`src/design/rfhp_pkg.sv`:
```
`timescale 1ns / 1ps
// rfhp_pkg: shared types and frame layout constants for the radio frame
// header parser. No dependencies.
package rfhp_pkg;

   localparam int POS_W = 4;
   localparam int LEN_W = 5;

   localparam logic [7:0] TYPE_MASK   = 8'h3F;
   localparam int         EXT_BIT     = 7;
   localparam int         FWD_BIT     = 6;
   localparam int         ACK_SHIFT   = 6;
   localparam int         UNICAST_BIT = 5;
   localparam int         SIG_BIT     = 4;

   localparam logic [POS_W-1:0] BASE_LEN = 4'd4;
   localparam logic [POS_W-1:0] ADDR_LEN = 4'd3;
   localparam logic [POS_W-1:0] SIG_LEN  = 4'd4;
   localparam logic [POS_W-1:0] LAST_POS = 4'd11;

   typedef enum logic [1:0] {
      KIND_HEADER  = 2'd0,
      KIND_PAYLOAD = 2'd1,
      KIND_TRUNC   = 2'd2
   } kind_type;

   typedef struct packed {
      logic [7:0] rx_byte;
      logic       frame_end;
   } beat_type;

   typedef struct packed {
      kind_type    kind;
      logic        forward;
      logic [5:0]  frame_type;
      logic [1:0]  ack_type;
      logic [7:0]  src_manufacturer;
      logic [15:0] src_id;
      logic [7:0]  dest_manufacturer;
      logic [15:0] dest_id;
      logic [31:0] sig_word;
      logic [7:0]  payload_byte;
      logic        end_of_frame;
      logic [7:0]  payload_count;
   } result_type;

endpackage

```
`src/design/rfhp_in_stage.sv`:
```
`timescale 1ns / 1ps
// rfhp_in_stage: input register for received beats.
// Depends on rfhp_pkg.
module rfhp_in_stage import rfhp_pkg::*; (
   input  logic     clock,
   input  logic     reset,
   input  logic     req_valid,
   output logic     req_ready,
   input  beat_type req_beat,
   input  logic     slot_free,
   output logic     fire,
   output beat_type beat
);

   logic     vld_ff, vld_in;
   beat_type beat_ff;

   assign fire      = vld_ff && slot_free;
   assign req_ready = !vld_ff || fire;
   assign beat      = beat_ff;

   always_comb begin
      vld_in = vld_ff;
      if (req_valid && req_ready) begin
         vld_in = 1'b1;
      end else if (fire) begin
         vld_in = 1'b0;
      end
   end

   always_ff @(posedge clock) begin
      if (reset) begin
         vld_ff <= 1'b0;
      end else begin
         vld_ff <= vld_in;
      end
   end

   always_ff @(posedge clock) begin
      if (req_valid && req_ready) begin
         beat_ff <= req_beat;
      end
   end

endmodule

```
`src/design/rfhp_core.sv`:
```
`timescale 1ns / 1ps
// rfhp_core: header state, field capture and result formation for one beat.
// Depends on rfhp_pkg.
module rfhp_core import rfhp_pkg::*; (
   input  logic       clock,
   input  logic       reset,
   input  logic       fire,
   input  beat_type   beat,
   output logic       res_valid,
   output result_type res
);

   logic [POS_W-1:0] pos_ff, pos_in;
   logic             done_ff, done_in;
   logic [7:0]       hdr_ff, hdr_in;
   logic [7:0]       ext_ff, ext_in;
   logic [23:0]      src_ff, src_in;
   logic [23:0]      dest_ff, dest_in;
   logic [31:0]      sig_ff, sig_in;
   logic [7:0]       cnt_ff, cnt_in;

   logic [7:0]       hdr_nx, ext_nx;
   logic [23:0]      src_nx, dest_nx;
   logic [31:0]      sig_nx;
   logic [7:0]       cnt_nx;
   logic             has_ext, has_uni, has_sig;
   logic [LEN_W-1:0] hdr_len;
   logic [POS_W-1:0] sig_start;
   logic             complete;

   always_comb begin
      hdr_nx  = (pos_ff == '0) ? beat.rx_byte : hdr_ff;
      ext_nx  = (pos_ff == BASE_LEN) ? beat.rx_byte : ext_ff;
      has_ext = hdr_nx[EXT_BIT];
      has_uni = has_ext && ext_nx[UNICAST_BIT];
      has_sig = has_ext && ext_nx[SIG_BIT];

      hdr_len = {1'b0, BASE_LEN};
      if (has_ext) begin
         hdr_len = hdr_len + LEN_W'(1);
         if (has_uni) hdr_len = hdr_len + {1'b0, ADDR_LEN};
         if (has_sig) hdr_len = hdr_len + {1'b0, SIG_LEN};
      end
      sig_start = BASE_LEN + POS_W'(1) + (has_uni ? ADDR_LEN : '0);

      src_nx = src_ff;
      for (int i = 0; i < 3; i++) begin
         if (pos_ff == POS_W'(1 + i)) src_nx[8*i +: 8] = beat.rx_byte;
      end
      dest_nx = dest_ff;
      for (int i = 0; i < 3; i++) begin
         if (has_uni && pos_ff == BASE_LEN + POS_W'(1 + i)) begin
            dest_nx[8*i +: 8] = beat.rx_byte;
         end
      end
      sig_nx = sig_ff;
      for (int i = 0; i < 4; i++) begin
         if (has_sig && pos_ff == sig_start + POS_W'(i)) sig_nx[8*i +: 8] = beat.rx_byte;
      end

      complete = ({1'b0, pos_ff} + LEN_W'(1)) >= hdr_len;
      cnt_nx   = (cnt_ff == 8'hFF) ? cnt_ff : cnt_ff + 8'd1;
   end

   always_comb begin
      res       = '0;
      res_valid = 1'b0;
      if (done_ff) begin
         res_valid         = 1'b1;
         res.kind          = KIND_PAYLOAD;
         res.payload_byte  = beat.rx_byte;
         res.end_of_frame  = beat.frame_end;
         res.payload_count = cnt_nx;
      end else if (complete) begin
         res_valid             = 1'b1;
         res.kind              = KIND_HEADER;
         res.forward           = hdr_nx[FWD_BIT];
         res.frame_type        = 6'(hdr_nx & TYPE_MASK);
         res.ack_type          = has_ext ? ext_nx[ACK_SHIFT +: 2] : 2'd0;
         res.src_manufacturer  = src_nx[7:0];
         res.src_id            = src_nx[23:8];
         res.dest_manufacturer = dest_nx[7:0];
         res.dest_id           = dest_nx[23:8];
         res.sig_word          = sig_nx;
         res.end_of_frame      = beat.frame_end;
      end else if (beat.frame_end) begin
         res_valid        = 1'b1;
         res.kind         = KIND_TRUNC;
         res.end_of_frame = 1'b1;
      end
   end

   always_comb begin
      pos_in  = pos_ff;
      done_in = done_ff;
      hdr_in  = hdr_ff;
      ext_in  = ext_ff;
      src_in  = src_ff;
      dest_in = dest_ff;
      sig_in  = sig_ff;
      cnt_in  = cnt_ff;
      if (fire) begin
         if (beat.frame_end) begin
            pos_in  = '0;
            done_in = 1'b0;
            hdr_in  = '0;
            ext_in  = '0;
            src_in  = '0;
            dest_in = '0;
            sig_in  = '0;
            cnt_in  = '0;
         end else if (done_ff) begin
            cnt_in = cnt_nx;
         end else begin
            hdr_in  = hdr_nx;
            ext_in  = ext_nx;
            src_in  = src_nx;
            dest_in = dest_nx;
            sig_in  = sig_nx;
            if (complete) begin
               done_in = 1'b1;
            end else begin
               pos_in = pos_ff + POS_W'(1);
            end
         end
      end
   end

   always_ff @(posedge clock) begin
      if (reset) begin
         pos_ff  <= '0;
         done_ff <= 1'b0;
         hdr_ff  <= '0;
         ext_ff  <= '0;
         src_ff  <= '0;
         dest_ff <= '0;
         sig_ff  <= '0;
         cnt_ff  <= '0;
      end else begin
         pos_ff  <= pos_in;
         done_ff <= done_in;
         hdr_ff  <= hdr_in;
         ext_ff  <= ext_in;
         src_ff  <= src_in;
         dest_ff <= dest_in;
         sig_ff  <= sig_in;
         cnt_ff  <= cnt_in;
      end
   end

   a_pos_bound: assert property (@(posedge clock) disable iff (reset)
      pos_ff <= LAST_POS)
      else $error("header position beyond longest header");

   a_frame_restart: assert property (@(posedge clock) disable iff (reset)
      fire && beat.frame_end |=> pos_ff == '0 && !done_ff && cnt_ff == '0)
      else $error("state not cleared after frame end");

   a_payload_after_header: assert property (@(posedge clock) disable iff (reset)
      fire && done_ff |-> res_valid && res.kind == KIND_PAYLOAD)
      else $error("byte after header not passed as payload");

   a_header_sets_done: assert property (@(posedge clock) disable iff (reset)
      fire && !done_ff && res_valid && res.kind == KIND_HEADER && !beat.frame_end
      |=> done_ff)
      else $error("header record without header completion");

endmodule

```
`src/design/rfhp_out_stage.sv`:
```
`timescale 1ns / 1ps
// rfhp_out_stage: result register toward the response channel.
// Depends on rfhp_pkg.
module rfhp_out_stage import rfhp_pkg::*; (
   input  logic       clock,
   input  logic       reset,
   input  logic       load,
   input  result_type res,
   output logic       slot_free,
   output logic       rsp_valid,
   input  logic       rsp_ready,
   output result_type rsp
);

   logic       vld_ff, vld_in;
   result_type res_ff;

   assign slot_free = !vld_ff || rsp_ready;
   assign rsp_valid = vld_ff;
   assign rsp       = res_ff;

   always_comb begin
      vld_in = vld_ff;
      if (load) begin
         vld_in = 1'b1;
      end else if (rsp_ready) begin
         vld_in = 1'b0;
      end
   end

   always_ff @(posedge clock) begin
      if (reset) begin
         vld_ff <= 1'b0;
      end else begin
         vld_ff <= vld_in;
      end
   end

   always_ff @(posedge clock) begin
      if (load) begin
         res_ff <= res;
      end
   end

endmodule

```
`src/design/radio_frame_header_parser.sv`:
```
`timescale 1ns / 1ps
// channel   direction  handshake             payload
// req_      in         req_valid/req_ready   rx_byte, frame_end
// rsp_      out        rsp_valid/rsp_ready   header record, payload byte or truncation
//
// One beat per cycle sustained while rsp_ready does not stall; a result reaches rsp through
// the input register and then the result register, and rsp_valid rises once it is loaded.
// Synchronous active-high reset clears all frame state; the first beat starts a frame.
// A stalled rsp_ready holds the result register; the input register still takes one
// more beat, then req_ready drops.
// Depends on rfhp_pkg, rfhp_in_stage, rfhp_core, rfhp_out_stage.
module radio_frame_header_parser import rfhp_pkg::*; (
   input  logic        clock,
   input  logic        reset,
   input  logic        req_valid,
   output logic        req_ready,
   input  logic [7:0]  req_rx_byte,
   input  logic        req_frame_end,
   output logic        rsp_valid,
   input  logic        rsp_ready,
   output logic [1:0]  rsp_kind,
   output logic        rsp_forward,
   output logic [5:0]  rsp_frame_type,
   output logic [1:0]  rsp_ack_type,
   output logic [7:0]  rsp_src_manufacturer,
   output logic [15:0] rsp_src_id,
   output logic [7:0]  rsp_dest_manufacturer,
   output logic [15:0] rsp_dest_id,
   output logic [31:0] rsp_sig_word,
   output logic [7:0]  rsp_payload_byte,
   output logic        rsp_end_of_frame,
   output logic [7:0]  rsp_payload_count
);

   beat_type   req_beat, beat;
   logic       slot_free, fire, res_valid;
   result_type res, rsp;

   assign req_beat.rx_byte   = req_rx_byte;
   assign req_beat.frame_end = req_frame_end;

   rfhp_in_stage u_in (
      .clock     (clock),
      .reset     (reset),
      .req_valid (req_valid),
      .req_ready (req_ready),
      .req_beat  (req_beat),
      .slot_free (slot_free),
      .fire      (fire),
      .beat      (beat)
   );

   rfhp_core u_core (
      .clock     (clock),
      .reset     (reset),
      .fire      (fire),
      .beat      (beat),
      .res_valid (res_valid),
      .res       (res)
   );

   rfhp_out_stage u_out (
      .clock     (clock),
      .reset     (reset),
      .load      (fire && res_valid),
      .res       (res),
      .slot_free (slot_free),
      .rsp_valid (rsp_valid),
      .rsp_ready (rsp_ready),
      .rsp       (rsp)
   );

   assign rsp_kind              = rsp.kind;
   assign rsp_forward           = rsp.forward;
   assign rsp_frame_type        = rsp.frame_type;
   assign rsp_ack_type          = rsp.ack_type;
   assign rsp_src_manufacturer  = rsp.src_manufacturer;
   assign rsp_src_id            = rsp.src_id;
   assign rsp_dest_manufacturer = rsp.dest_manufacturer;
   assign rsp_dest_id           = rsp.dest_id;
   assign rsp_sig_word          = rsp.sig_word;
   assign rsp_payload_byte      = rsp.payload_byte;
   assign rsp_end_of_frame      = rsp.end_of_frame;
   assign rsp_payload_count     = rsp.payload_count;

endmodule

```
`config.mk`:
```
export PLATFORM = sky130hd
export DESIGN_NAME = radio_frame_header_parser
export DESIGN_NICKNAME = d
export VERILOG_FILES = /design/src/design/rfhp_pkg.sv /design/src/design/rfhp_in_stage.sv /design/src/design/rfhp_core.sv /design/src/design/rfhp_out_stage.sv /design/src/design/radio_frame_header_parser.sv
export SDC_FILE = /design/constraint.sdc
export NUM_CORES = 1
export LEC_CHECK = 0
export ABC_AREA = 1
export BUFFER_PORTS_ARGS = -buffer_cell sky130_fd_sc_hd__buf_2
export CAP_MARGIN = 20
export CORE_MARGIN = 2
export CORE_UTILIZATION = 63
export CTS_BUF_LIST = sky130_fd_sc_hd__clkbuf_16
export CTS_CLUSTER_DIAMETER = 100
export DETAILED_ROUTE_END_ITERATION = 10
export GPL_TIMING_DRIVEN = 0
export PLACE_DENSITY = 0.87
export RECOVER_POWER = 100
export SYNTH_ARGS = -nofsm -noshare
export SYNTH_HDL_FRONTEND = slang
export SYNTH_SLANG_ARGS = --single-unit
export TNS_END_PERCENT = 1
```
`constraint.sdc`:
```
create_clock -name clock -period 7.9 [get_ports clock]
set_input_delay 0.395 -clock clock [delete_from_list [all_inputs] [get_ports clock]]
set_output_delay 0.395 -clock clock [all_outputs]
set_load 0.02 [all_outputs]
```
==> qor.csv <==
metric,value,unit
post-synth top area cell,edfxtp_1,
Post-Syn Instances,1199,
count of endpoints failing setup in the final report,0,
fraction of synthesized cell area in xor and xnor cells,0.263,%
critical path endpoint category,flop,
antenna-violating nets left,0,
syn_nets,1221,
vias in the first global route,7936,
Worst Reg-to-Reg Cells,16,
CORE AREA,15700,um^2
register area share after synthesis,56.5,%
fin crit share,73.6,%
gr usage total,27.8,%
Root Buffer,clkbuf_16,
skew final,0.0112,ns
achievable clock frequency,172,MHz
total power,0.00249,W
clock sink count,224,
Final min period,5.82,ns
WP data arrival,6.02,ns
post-CTS setup buffers,0,
area share of fa/ha/maj cells after synthesis,1.13,%
Initial Util,63.7,%
Synthesis Warnings,0,
clock buffer count from CTS,22,
CTS Buffer Depth,3,
Die X,130,um
largest net degree at the start of global routing,72,
mapped cell area,10000,um^2
post-cts gate resize count,0,
top cell type's share of synthesized area,35.1,%
simple-gate share of the synthesized area,22.2,%
via density per instance,5.45,
Mean Syn Cell Area,8.34,um^2
fin. max-slew vios,38,
largest family of logic cells by synthesized area,simple AND/OR/NAND/NOR gates,
clk_lat worst skew,0.51,ns
CP required,8.11,ns
first-pass GRT wire length,37600,um
Placed Cells,1537,
Core Rows,46,
worst vdd ir,164,uV
hold buffers post-CTS,0,
pwr dens,218,nW/um^2
total grt overflow,0,
failing checks,"max-capacitance violations, max-slew violations",
htree depth,1,
RePlAce Congestion,0.933,
Hold Path Depth,1,
Die Y,130,um
Rel. slew slack,-18.2,%
setup TNS,0,ns
num ports,123,
share of layout cells above drive strength 1,4.34,%
total routed wirelength,23500,um
layout net count,1367,
CP Launch Type,flop,
Unique masters post-synth,30,
Clock transition at path regs,0.06,ns
synth top area cells,"edfxtp_1, dfxtp_1, nand2_1",
status,finished with violations,
max_cap viols,1,
register bit total from synthesis,224,
design area,11400,um^2
ant diodes,0,
DR WL/cell,14.9,um
area grow syn2layout,14.3,%
top_reg_cell synth,edfxtp_1,
Crit Path Max Fanout,71,
CTS tree,yes,
Die ar.,16900,um^2
drc violations,0,
via count,8587,
initial antenna violation count,0,
leakage power,4.40,nW
post-route insts no fill,1577,
post-synthesis compound-gate area fraction,10.9,%
CP Class,reg -> reg,
Least-Margin Pin Slew,1.76,ns
post-place instance area,10900,um^2
Post-synth ARST share,0,%
initial DRC count,1015,
mux cell area share after synthesis,0,%
most common cell in the netlist,nand2_1,
dpl hpwl,15700,um
DRT Pass-1 Iters,8,
port buffer count,121,
Synth top cells by count,"nand2_1, inv_1, edfxtp_1",
RSZ-0062 raised after global routing,no,
Final Hold Fails,0,
Hold WC Path Type,in -> reg,
Post-synth EDFFs,117,
-- state kept, by name, summed over array words and instances, names as in the netlist --
register and cells:
u_core.src_ff 24, u_core.done_ff 1, u_in.beat 9, u_out.rsp 108, u_in.vld_ff 1, u_core.pos_ff 4, u_core.cnt_ff 8, u_core.sig_ff 32
u_core.hdr_ff 8, u_core.ext_ff 4, u_out.rsp_valid 1, u_core.dest_ff 24
-- cell usage in the layout, fill, tap and decap left out, types with 2 or more instances in the layout --
master / instances
nand4_1: 9
a21oi_1: 107
clkbuf_16: 24
bufinv_16: 3
o21ai_0: 66
edfxtp_1: 117
dfxtp_1: 107
nor2_4: 2
o22ai_1: 2
nor3_1: 5
nand3_1: 69
clkinv_1: 6
xor2_1: 3
clkbuf_1: 169
ha_1: 9
buf_2: 13
or2_2: 2
inv_1: 175
nor2_1: 113
nand2_1: 316
o211ai_1: 24
clkinv_2: 2
nand2_2: 4
-- critical path, stage by stage, from the launching register on --
cell and delay [ns]:
dfxtp_1 0.55, inv_1 0.17, ha_1 0.30, nand2_1 0.26, nand2_2 0.06, nand2_1 0.22
nand2_1 0.25, ha_1 0.34, inv_1 0.03, nor2_1 0.10, ha_1 0.22, a21boi_0 0.11
o21ai_0 0.15, nand2_1 0.16, o21ai_0 0.35, clkinvlp_2 1.45, buf_16 0.73
-- final cells by class --
type | count | area, um^2
plain buffers | 63 | 248
clock buffers | 24 | 601
clock inverters | 16 | 145
fillers | 1223 | 4280
inverters | 173 | 651
multi-input cells | 739 | 3370
flip-flops and latches | 224 | 5660
well taps | 216 | 270
repair buffers | 122 | 494
-- power breakdown --
part / total, W / internal (W) / leakage (nW) / switching, W
clock network: 0.00107 / 0.000643 / 0.377 / 0.000432
registers: 0.00126 / 0.00125 / 1.99 / 0.0000117
logic: 0.000161 / 0.0000329 / 2.03 / 0.000128
total: 0.00249 / 0.00192 / 4.40 / 0.000572
-- stage by stage --
stage / util, % / hold WS (ns) / setup WS [ns]
2_1_floorplan: - / 0.445 / 2.91
3_3_place_gp: 69.2 / 0.451 / 1.83
3_5_place_dp: 69.4 / 0.455 / 3.63
4_1_cts: 74.2 / 0.0545 / 3.58
5_1_grt: 72.8 / 0.0637 / 1.61
6_report: 72.8 / 0.0594 / 2.08
-- cell families after synthesis --
group | count (synthesis)
simple gates | 524
xor+xnor | 3
flops | 224
compound gates | 203
fa+ha+maj | 9
buf+inv | 236
-- worst paths after layout --
kind	from	end	slack (ns)
max	u_core.pos_ff[0]$_SDFFE_PP0P_	u_out.rsp[74]$_SDFFCE_PP0P_	2.08
max reg2reg	u_core.pos_ff[0]$_SDFFE_PP0P_	u_out.rsp[74]$_SDFFCE_PP0P_	2.08
min reg2reg	u_core.sig_ff[24]$_SDFFE_PP0P_	u_core.sig_ff[24]$_SDFFE_PP0P_	0.47
min	req_rx_byte[0]	u_in.beat[1]$_DFFE_PP_	0.06
-- per-layer routing --
layer,share of wire (%),track usage [%],vias to the layer above
met5,0,0,-
met4,2.7,10.1,0
met3,7.9,4.02,64
met2,48,46.5,398
met1,41,37.1,3979
li1,-,-,4146
Note: power is estimated with default switching activity, not from simulation.
